### src/mbra_pkg.sv
// Package for the mean-baseline residual anomaly detector.
// Holds the shared widths, the register map, and the configuration and result structs.
// Has no dependencies.
`timescale 1ns / 1ps
`default_nettype none
package mbra_pkg;

	localparam int NUM_FEATURES = 6;
	localparam int FEAT_W       = 16;
	localparam int SUM_W        = 28;
	localparam int CNT_W        = 13;
	localparam int KEEP_W       = 3;
	localparam int ENERGY_W     = 35;
	localparam int PROD_W       = 2 * FEAT_W;
	localparam int IDX_W        = $clog2(NUM_FEATURES);
	localparam int MAX_TRAINING = 4096;
	localparam int DIV_STEPS    = SUM_W;
	localparam int DIV_CNT_W    = $clog2(DIV_STEPS + 1);
	localparam int REM_W        = CNT_W;

	localparam int APB_AW = 5;
	localparam int APB_DW = 64;

	typedef enum logic [1:0] {
		REG_TRAIN_TARGET    = 2'd0,
		REG_KEPT_COMPONENTS = 2'd1,
		REG_THRESHOLD_SQ    = 2'd2
	} reg_idx_t;

	localparam logic [CNT_W-1:0]    RST_TRAIN_TARGET = CNT_W'(1024);
	localparam logic [KEEP_W-1:0]   RST_KEPT         = KEEP_W'(3);
	localparam logic [ENERGY_W-1:0] RST_THRESHOLD    = ENERGY_W'(1048576);

	typedef struct packed {
		logic [CNT_W-1:0]    train_target;
		logic [KEEP_W-1:0]   kept_components;
		logic [ENERGY_W-1:0] threshold_sq;
	} cfg_t;

	typedef struct packed {
		logic                anomaly;
		logic [ENERGY_W-1:0] residual_energy;
		logic                is_trained;
	} res_t;

endpackage
`default_nettype wire

### src/mean_baseline_residual_anomaly.sv
// Mean-baseline residual anomaly detector: channels take six unsigned Q5.11
// entropy features per transaction and give one result transaction each.
// The slave channel (s_*) carries the features in s_tdata, the master channel
// (m_*) carries residual energy in m_tdata and the anomaly and trained flags
// in m_tuser. Registers are written through the APB port at byte addresses
// 0 (training target), 8 (kept_components) and 16 (threshold_sq).
// One item is in flight at a time; s_tready is low while it is worked on.
// Training item: each feature is added to its sum, then the count is
// checked. The item that completes training with at least two items counted
// also runs the shared restoring divider once per feature for the means.
// Trained item: one multiply per residual feature through the shared 16x16
// multiplier, then the last product is added into the residual energy.
// The next transaction can be accepted in the cycle after the result leaves
// the core. The result is held in an output register, so a stalled
// m_tready stalls at most one further item. Reset clears sums, means, count
// and the trained flag at once, and restores the register defaults.
// Depends on mbra_pkg, mbra_regs, mbra_core and mbra_div.
`timescale 1ns / 1ps
`default_nettype none
module mean_baseline_residual_anomaly
	import mbra_pkg::*;
(
	input  wire logic              clk,
	input  wire logic              arst_n,
	input  wire logic              s_tvalid,
	output logic                   s_tready,
	// src_addr, dst_addr, src_port, dst_port, size, proto entropy, 16 bits each
	input  wire logic [95:0]       s_tdata,
	output logic                   m_tvalid,
	input  wire logic              m_tready,
	// residual_energy [34:0], zero fill to 40 bits
	output logic      [39:0]       m_tdata,
	// anomaly [0], is_trained [1]
	output logic      [1:0]        m_tuser,
	input  wire logic              psel,
	input  wire logic              penable,
	input  wire logic              pwrite,
	input  wire logic [APB_AW-1:0] paddr,
	input  wire logic [APB_DW-1:0] pwdata,
	output logic      [APB_DW-1:0] prdata,
	output logic                   pready
);

	cfg_t                             cfg;
	res_t                             res;
	res_t                             res_q;
	logic                             res_valid;
	logic                             res_ready;
	logic                             m_valid_q;
	logic [NUM_FEATURES-1:0][FEAT_W-1:0] feat;

	assign pready = 1'b1;
	assign feat   = s_tdata;

	mbra_regs u_regs (
		.clk     (clk),
		.arst_n  (arst_n),
		.psel    (psel),
		.penable (penable),
		.pwrite  (pwrite),
		.paddr   (paddr),
		.pwdata  (pwdata),
		.prdata  (prdata),
		.cfg     (cfg)
	);

	mbra_core u_core (
		.clk       (clk),
		.arst_n    (arst_n),
		.cfg       (cfg),
		.in_valid  (s_tvalid),
		.in_ready  (s_tready),
		.in_feat   (feat),
		.res_valid (res_valid),
		.res_ready (res_ready),
		.res       (res)
	);

	assign res_ready = !m_valid_q || m_tready;

	always_ff @(posedge clk or negedge arst_n) begin
		if (!arst_n)
			m_valid_q <= 1'b0;
		else if (res_ready)
			m_valid_q <= res_valid;
	end

	always_ff @(posedge clk) begin
		if (res_valid && res_ready)
			res_q <= res;
	end

	assign m_tvalid = m_valid_q;
	assign m_tdata  = 40'(res_q.residual_energy);
	assign m_tuser  = {res_q.is_trained, res_q.anomaly};

endmodule
`default_nettype wire

### src/mbra_regs.sv
// APB configuration registers of the anomaly detector.
// Uses mbra_pkg for the register map and the cfg_t struct.
`timescale 1ns / 1ps
`default_nettype none
module mbra_regs
	import mbra_pkg::*;
(
	input  wire logic              clk,
	input  wire logic              arst_n,
	input  wire logic              psel,
	input  wire logic              penable,
	input  wire logic              pwrite,
	input  wire logic [APB_AW-1:0] paddr,
	input  wire logic [APB_DW-1:0] pwdata,
	output logic      [APB_DW-1:0] prdata,
	output cfg_t                   cfg
);

	cfg_t     cfg_q;
	reg_idx_t sel;
	logic     wr_en;

	// registers sit 8 bytes apart
	assign sel   = reg_idx_t'(paddr[4:3]);
	assign wr_en = psel & penable & pwrite;

	always_ff @(posedge clk or negedge arst_n) begin
		if (!arst_n) begin
			cfg_q.train_target    <= RST_TRAIN_TARGET;
			cfg_q.kept_components <= RST_KEPT;
			cfg_q.threshold_sq    <= RST_THRESHOLD;
		end else if (wr_en) begin
			unique case (sel)
				REG_TRAIN_TARGET:    cfg_q.train_target    <= pwdata[CNT_W-1:0];
				REG_KEPT_COMPONENTS: cfg_q.kept_components <= pwdata[KEEP_W-1:0];
				REG_THRESHOLD_SQ:    cfg_q.threshold_sq    <= pwdata[ENERGY_W-1:0];
				default: ;
			endcase
		end
	end

	always_comb begin
		prdata = '0;
		unique case (sel)
			REG_TRAIN_TARGET:    prdata = APB_DW'(cfg_q.train_target);
			REG_KEPT_COMPONENTS: prdata = APB_DW'(cfg_q.kept_components);
			REG_THRESHOLD_SQ:    prdata = APB_DW'(cfg_q.threshold_sq);
			default:             prdata = '0;
		endcase
	end

	assign cfg = cfg_q;

endmodule
`default_nettype wire

### src/mbra_div.sv
// Restoring divider, one quotient bit per cycle, for the baseline means.
// Uses mbra_pkg for widths.
`timescale 1ns / 1ps
`default_nettype none
module mbra_div
	import mbra_pkg::*;
(
	input  wire logic             clk,
	input  wire logic             arst_n,
	input  wire logic             start,
	input  wire logic [SUM_W-1:0] dividend,
	input  wire logic [CNT_W-1:0] divisor,
	output logic                  done,
	output logic      [SUM_W-1:0] quotient
);

	logic [SUM_W-1:0]     dq_q;
	logic [REM_W-1:0]     rem_q;
	logic [CNT_W-1:0]     dvs_q;
	logic [DIV_CNT_W-1:0] cnt_q;
	logic                 done_q;
	logic [REM_W:0]       trial;
	logic                 ge;

	assign trial = {rem_q, dq_q[SUM_W-1]};
	assign ge    = trial >= {1'b0, dvs_q};

	always_ff @(posedge clk or negedge arst_n) begin
		if (!arst_n) begin
			cnt_q  <= '0;
			done_q <= 1'b0;
		end else begin
			done_q <= 1'b0;
			if (start) begin
				cnt_q <= DIV_CNT_W'(DIV_STEPS);
			end else if (cnt_q != '0) begin
				cnt_q <= cnt_q - 1'b1;
				if (cnt_q == DIV_CNT_W'(1))
					done_q <= 1'b1;
			end
		end
	end

	always_ff @(posedge clk) begin
		if (start) begin
			dq_q  <= dividend;
			rem_q <= '0;
			dvs_q <= divisor;
		end else if (cnt_q != '0) begin
			rem_q <= ge ? REM_W'(trial - {1'b0, dvs_q}) : trial[REM_W-1:0];
			dq_q  <= {dq_q[SUM_W-2:0], ge};
		end
	end

	assign done     = done_q;
	assign quotient = dq_q;

endmodule
`default_nettype wire

### src/mbra_core.sv
// Sequencer of the anomaly detector: training sums, mean fixing and the
// shared multiply-accumulate over the residual features. Uses mbra_pkg and mbra_div.
`timescale 1ns / 1ps
`default_nettype none
module mbra_core
	import mbra_pkg::*;
(
	input  wire logic                               clk,
	input  wire logic                               arst_n,
	input  cfg_t                                    cfg,
	input  wire logic                               in_valid,
	output logic                                    in_ready,
	input  wire logic [NUM_FEATURES-1:0][FEAT_W-1:0] in_feat,
	output logic                                    res_valid,
	input  wire logic                               res_ready,
	output res_t                                    res
);

	typedef enum logic [7:0] {
		ST_IDLE = 8'b0000_0001,
		ST_ACC  = 8'b0000_0010,
		ST_CHK  = 8'b0000_0100,
		ST_DIVS = 8'b0000_1000,
		ST_DIVW = 8'b0001_0000,
		ST_MAC  = 8'b0010_0000,
		ST_LAST = 8'b0100_0000,
		ST_DONE = 8'b1000_0000
	} state_t;

	localparam logic [IDX_W-1:0]  LAST_IDX = IDX_W'(NUM_FEATURES - 1);
	localparam logic [CNT_W-1:0]  MAX_CNT  = CNT_W'(MAX_TRAINING);
	localparam logic [KEEP_W-1:0] NF_KEEP  = KEEP_W'(NUM_FEATURES);

	state_t                   state_q;
	logic [IDX_W-1:0]         idx_q;
	logic [SUM_W-1:0]         sums_q  [NUM_FEATURES];
	logic [FEAT_W-1:0]        means_q [NUM_FEATURES];
	logic [FEAT_W-1:0]        x_q     [NUM_FEATURES];
	logic [CNT_W-1:0]         count_q;
	logic                     trained_q;
	logic [ENERGY_W-1:0]      energy_q;
	logic [PROD_W-1:0]        prod_s1;
	logic                     prod_vld_s1;

	logic                     accept;
	logic [KEEP_W-1:0]        kept_eff;
	logic [CNT_W-1:0]         limit;
	logic [CNT_W-1:0]         count_inc;
	logic [FEAT_W-1:0]        cur_x;
	logic [FEAT_W-1:0]        cur_m;
	logic [FEAT_W-1:0]        diff;
	logic [ENERGY_W-1:0]      energy_add;
	logic                     div_done;
	logic [SUM_W-1:0]         div_quo;

	assign accept    = in_valid && (state_q == ST_IDLE);
	assign in_ready  = (state_q == ST_IDLE);
	assign kept_eff  = (cfg.kept_components > NF_KEEP) ? NF_KEEP : cfg.kept_components;
	assign limit     = (cfg.train_target > MAX_CNT) ? MAX_CNT : cfg.train_target;
	assign count_inc = (count_q < MAX_CNT) ? count_q + 1'b1 : count_q;
	assign cur_x     = x_q[idx_q];
	assign cur_m     = means_q[idx_q];
	assign diff      = (cur_x >= cur_m) ? cur_x - cur_m : cur_m - cur_x;
	assign energy_add = prod_vld_s1 ? energy_q + ENERGY_W'(prod_s1) : energy_q;

	mbra_div u_div (
		.clk      (clk),
		.arst_n   (arst_n),
		.start    (state_q == ST_DIVS),
		.dividend (sums_q[idx_q]),
		.divisor  (count_q),
		.done     (div_done),
		.quotient (div_quo)
	);

	always_ff @(posedge clk or negedge arst_n) begin
		if (!arst_n) begin
			state_q     <= ST_IDLE;
			idx_q       <= '0;
			count_q     <= '0;
			trained_q   <= 1'b0;
			prod_vld_s1 <= 1'b0;
			for (int i = 0; i < NUM_FEATURES; i++) begin
				sums_q[i]  <= '0;
				means_q[i] <= '0;
			end
		end else begin
			unique case (state_q)
				ST_IDLE: begin
					if (accept) begin
						prod_vld_s1 <= 1'b0;
						if (!trained_q) begin
							idx_q   <= '0;
							state_q <= ST_ACC;
						end else if (kept_eff == NF_KEEP) begin
							state_q <= ST_LAST;
						end else begin
							idx_q   <= kept_eff[IDX_W-1:0];
							state_q <= ST_MAC;
						end
					end
				end
				ST_ACC: begin
					sums_q[idx_q] <= sums_q[idx_q] + SUM_W'(cur_x);
					if (idx_q == LAST_IDX) begin
						count_q <= count_inc;
						state_q <= ST_CHK;
					end else begin
						idx_q <= idx_q + 1'b1;
					end
				end
				ST_CHK: begin
					if (count_q >= limit) begin
						if (count_q >= CNT_W'(2)) begin
							idx_q   <= '0;
							state_q <= ST_DIVS;
						end else begin
							trained_q <= 1'b1;
							state_q   <= ST_DONE;
						end
					end else begin
						state_q <= ST_DONE;
					end
				end
				ST_DIVS: state_q <= ST_DIVW;
				ST_DIVW: begin
					if (div_done) begin
						means_q[idx_q] <= div_quo[FEAT_W-1:0];
						if (idx_q == LAST_IDX) begin
							trained_q <= 1'b1;
							state_q   <= ST_DONE;
						end else begin
							idx_q   <= idx_q + 1'b1;
							state_q <= ST_DIVS;
						end
					end
				end
				ST_MAC: begin
					prod_vld_s1 <= 1'b1;
					if (idx_q == LAST_IDX)
						state_q <= ST_LAST;
					else
						idx_q <= idx_q + 1'b1;
				end
				ST_LAST: begin
					prod_vld_s1 <= 1'b0;
					state_q     <= ST_DONE;
				end
				ST_DONE: begin
					if (res_ready)
						state_q <= ST_IDLE;
				end
				default: state_q <= ST_IDLE;
			endcase
		end
	end

	// payload: captured features, product stage and energy accumulator
	always_ff @(posedge clk) begin
		if (accept) begin
			for (int i = 0; i < NUM_FEATURES; i++)
				x_q[i] <= in_feat[i];
			energy_q <= '0;
		end else if (state_q == ST_MAC || state_q == ST_LAST) begin
			energy_q <= energy_add;
		end
		if (state_q == ST_MAC)
			prod_s1 <= diff * diff;
	end

	assign res_valid           = (state_q == ST_DONE);
	assign res.anomaly         = energy_q > cfg.threshold_sq;
	assign res.residual_energy = energy_q;
	assign res.is_trained      = trained_q;

endmodule
`default_nettype wire
### config.mk
export PLATFORM = sky130hd
export DESIGN_NAME = mean_baseline_residual_anomaly
export DESIGN_NICKNAME = d
export VERILOG_FILES = /design/src/mbra_pkg.sv /design/src/mean_baseline_residual_anomaly.sv /design/src/mbra_regs.sv /design/src/mbra_div.sv /design/src/mbra_core.sv
export SDC_FILE = /design/constraint.sdc
export NUM_CORES = 2
export LEC_CHECK = 0
export BUFFER_PORTS_ARGS = -buffer_cell sky130_fd_sc_hd__buf_2
export CORE_ASPECT_RATIO = 0.5
export CORE_MARGIN = 5
export CORE_UTILIZATION = 35
export CTS_BUF_LIST = sky130_fd_sc_hd__clkbuf_8
export DETAILED_ROUTE_END_ITERATION = 12
export GPL_ROUTABILITY_DRIVEN = 0
export GPL_TIMING_DRIVEN = 0
export SLEW_MARGIN = 5
export SYNTH_ARGS = -nofsm -noshare
export SYNTH_HDL_FRONTEND = slang
export SYNTH_SLANG_ARGS = --single-unit
export TNS_END_PERCENT = 30
### constraint.sdc
create_clock -name clk -period 18.6 [get_ports clk]
set_input_delay 1.86 -clock clk [delete_from_list [all_inputs] [get_ports clk]]
set_output_delay 1.86 -clock clk [all_outputs]
set_load 0.05 [all_outputs]
==> metrics.txt <==
clock skew after layout 0.06755 ns; area share of the largest cell type after synthesis 22.67%; Slowest-stage cell, CP sky130_fd_sc_hd__xnor2_1; Achievable Freq 0.07075 GHz; required time of the critical path 19.06 ns; type of the worst setup path flop to flop; max capacitance violation total 0; Worst setup EP type flop; relative slew slack 18.61%; number of enable flip-flop cells after synthesis 205; I/O Pins 281; routed len/inst 20.18 um; synthesis-to-layout area growth 13.79%; number of vias in the routed layout 28.81k; die area 115300 sq um; leading post-synthesis cells by instance count sky130_fd_sc_hd__nand2_1 (424), sky130_fd_sc_hd__inv_1 (362), sky130_fd_sc_hd__dfrtp_1 (343); most common cell type on the critical path sky130_fd_sc_hd__fa_1; number of global-route vias before repair 29.24k; final net count 4604; number of setup buffers added after CTS 0; synthesized instance count 3668; Starting Density 35.21%; post-synthesis sequential area ratio 41.81%; TritonCTS sink count 601; Final period util 75.99%; startpoint of the worst register-to-register path u_core.idx_q[2]; area of all placed cells without fillers 43090 sq um; minimum period implied by the final worst setup slack 14.13 ns; buffer levels on the longest clock path 3; crit path max fanout 10; RSZ-0062 raised after global routing false; post-placement worst setup slack 4.749 ns; setup tns final 0 ns; cts bufs inserted 94; layout cell share with drive strength beyond 1 17.19%; number of port buffers 211; Yosys warning count 0; # rows 85; Post-Synthesis Cell Area 37860 sq um; DRC violations left 0; depth of the worst register-to-register path 37; cell area after placement 41040 sq um; vias per cell 5.201; largest cells by area after synthesis sky130_fd_sc_hd__dfrtp_1 (23%), sky130_fd_sc_hd__edfxtp_1 (16%), sky130_fd_sc_hd__fa_1 (8.9%); CTS H-Tree Depth 3; antenna violations before repair 8; Clock transition at path regs 0.06 ns; Post-Syn Area per Cell 10.32 sq um; hold depth 2; Crit Reg-Reg Endpoint u_core.prod_s1[29]; first-pass detailed-route iteration total 6; most common flop cell mapped by yosys sky130_fd_sc_hd__dfrtp_1; Final HPWL DP 85440 um; Starting DRT DRC Count 2160; die boundary height 242.6 um; largest net degree at the start of global routing 109; GRT Util Overall 19.09%; Die W 475.2 um; dominant cell type by area after synthesis sky130_fd_sc_hd__dfrtp_1; PostCTS Resize Cnt 0; final count of negative-setup-slack endpoints 0; Clock Root Buffer sky130_fd_sc_hd__clkbuf_8; post-synth cell types 99; Clk Latency, worst-skew pair 0.79 ns; Crit path arrival time 14.59 ns; core footprint 107500 sq um; run status complete, no violations; Hold Startpoint u_core.sums_q[11]; path category of the worst min-delay check flop to flop; final critical-path setup slack 4.465 ns; number of slew-limit violations in the final report 0; CP max stage delay 0.90 ns; cell with the most instances after synthesis sky130_fd_sc_hd__nand2_1; CTS Hold Bufs 0; wire length of the first global-routing pass 172200 um; antenna viol nets, final 0; FFs w/ async S/R, synth 57.90%; TritonCTS clock tree done; Synth Register Bits 601; total global routing overflow 0; kind of start point of the critical path flop; WHS Endpoint u_core.sums_q[11]; slew at the pin with the worst max-slew slack 1.212 ns; reg-to-reg slack, setup 4.47 ns; post-detailed-routing wire length 111800 um; number of endpoints with negative hold slack in the final report 0
==> worst max path at each step <==
stage / startpoint / endpoint / slack (ns) / depth (start not counted)
floorplan: u_core.idx_q[0] / u_core.prod_s1[28] / 8.54 / 37
global route: u_core.idx_q[2] / u_core.prod_s1[29] / 4.15 / 36
finish: u_core.idx_q[2] / u_core.prod_s1[29] / 4.47 / 37
CTS: u_core.idx_q[2] / u_core.prod_s1[29] / 4.69 / 36
global placement: u_core.idx_q[2] / u_core.prod_s1[29] / 4.82 / 36
detailed placement: u_core.idx_q[2] / u_core.prod_s1[29] / 4.75 / 36
==> logic make-up after synthesis <==
logic type / after synthesis / synth area share [%]
adders and majority gates: 416 / 17.08
DFF: 601 / 41.81
buffers and inverters: 560 / 6.176
muxes: 280 / 8.198
AOI/OAI and AO/OA: 754 / 12.45
other: 2 / 0.01983
xor gates and xnor gates: 121 / 2.918
and+or+nand+nor: 934 / 11.35
==> cells in the final DEF (no fill, tap or decap), types with 16 or more instances in the layout <==
| cell type | netlist | final |
|---|---|---|
| sky130_fd_sc_hd__o21a_1 | 22 | 22 |
| sky130_fd_sc_hd__nor2b_1 | 22 | 21 |
| sky130_fd_sc_hd__nor2_1 | 211 | 211 |
| sky130_fd_sc_hd__xnor2_1 | 71 | 71 |
| sky130_fd_sc_hd__mux2i_1 | 89 | 89 |
| sky130_fd_sc_hd__a21oi_1 | 173 | 173 |
| sky130_fd_sc_hd__clkbuf_1 | 91 | 90 |
| sky130_fd_sc_hd__o21ai_0 | 253 | 253 |
| sky130_fd_sc_hd__conb_1 | 2 | 35 |
| sky130_fd_sc_hd__dfxtp_1 | 48 | 48 |
| sky130_fd_sc_hd__clkinv_2 | 0 | 16 |
| sky130_fd_sc_hd__a22oi_1 | 69 | 69 |
| sky130_fd_sc_hd__ha_1 | 248 | 248 |
| sky130_fd_sc_hd__a21o_1 | 71 | 71 |
| sky130_fd_sc_hd__buf_4 | 41 | 41 |
| sky130_fd_sc_hd__and3_1 | 29 | 29 |
| sky130_fd_sc_hd__nor3_1 | 42 | 42 |
| sky130_fd_sc_hd__nand2_1 | 424 | 423 |
| sky130_fd_sc_hd__nand3_1 | 53 | 53 |
| sky130_fd_sc_hd__edfxtp_1 | 205 | 205 |
| sky130_fd_sc_hd__mux2_2 | 185 | 185 |
| sky130_fd_sc_hd__and2_1 | 32 | 32 |
| sky130_fd_sc_hd__nand2b_1 | 20 | 20 |
| sky130_fd_sc_hd__clkbuf_8 | 0 | 112 |
| sky130_fd_sc_hd__inv_1 | 362 | 382 |
| sky130_fd_sc_hd__fa_1 | 168 | 168 |
| sky130_fd_sc_hd__xor2_1 | 44 | 44 |
| sky130_fd_sc_hd__a211oi_1 | 20 | 20 |
| sky130_fd_sc_hd__buf_2 | 45 | 256 |
| sky130_fd_sc_hd__nand4_1 | 23 | 23 |
| sky130_fd_sc_hd__dfrtp_1 | 343 | 343 |
| sky130_fd_sc_hd__a221oi_1 | 20 | 20 |
| sky130_fd_sc_hd__clkinv_1 | 3 | 17 |
==> stage by stage <==
stage	utilization [%]	hold slack, ns	std cells
after CTS	40.05	0.4821	5531
after detailed placement	38.17	0.4666	5355
after global placement	37.98	0.4572	5347
final	40.07	0.4802	5539
after floorplan	-	0.4416	3701
after global routing	40.07	0.4995	5538
==> routing by layer <==
layer	global-route usage [%]	routed length, um	up-vias
met4	5.977	2884	0
li1	-	-	13314
met3	3.391	6985	189
met2	30.35	51050	865
met5	0	0	-
met1	26.55	50850	14443
==> flip-flops by register name, summed over array words and instances, names as in the netlist, 2 cells and up <==
register	cells
u_core.means_q	96
u_core.u_div.cnt_q	5
u_core.energy_q	35
u_core.u_div.dvs_q	13
u_core.count_q	13
u_core.u_div.rem_q	13
m_tuser	2
u_core.u_div.quotient	28
u_core.state_q	8
u_core.idx_q	3
u_core.x_q	96
u_regs.cfg	51
m_tdata	35
u_core.sums_q	168
u_core.prod_s1	31
==> critical path, delay by kind of cell (launching register included) <==
| family | cells | cell delay [ns] |
|---|---|---|
| fa+ha+maj | 8 | 3.73 |
| flops | 1 | 0.39 |
| mux | 1 | 0.11 |
| compound gates | 10 | 3.30 |
| buf+inv | 11 | 4.05 |
| xor+xnor | 1 | 0.90 |
| simple gates | 6 | 1.29 |
==> final cells by class <==
| type | count | area, sq um |
|---|---|---|
| Clock inverter | 64 | 479.2 |
| Clock buffer | 112 | 1541 |
| Sequential cell | 601 | 15830 |
| Inverter | 370 | 1389 |
| Fill cell | 10501 | 64440 |
| Buffer | 190 | 952.2 |
| Tap cell | 1435 | 1795 |
| Antenna cell | 8 | 20.02 |
| Multi-Input combinational cell | 2540 | 19830 |
| Timing Repair Buffer | 219 | 1244 |
Power is not shown: default switching activity piles up to over one toggle a cycle in this logic, so the estimate is an artifact.
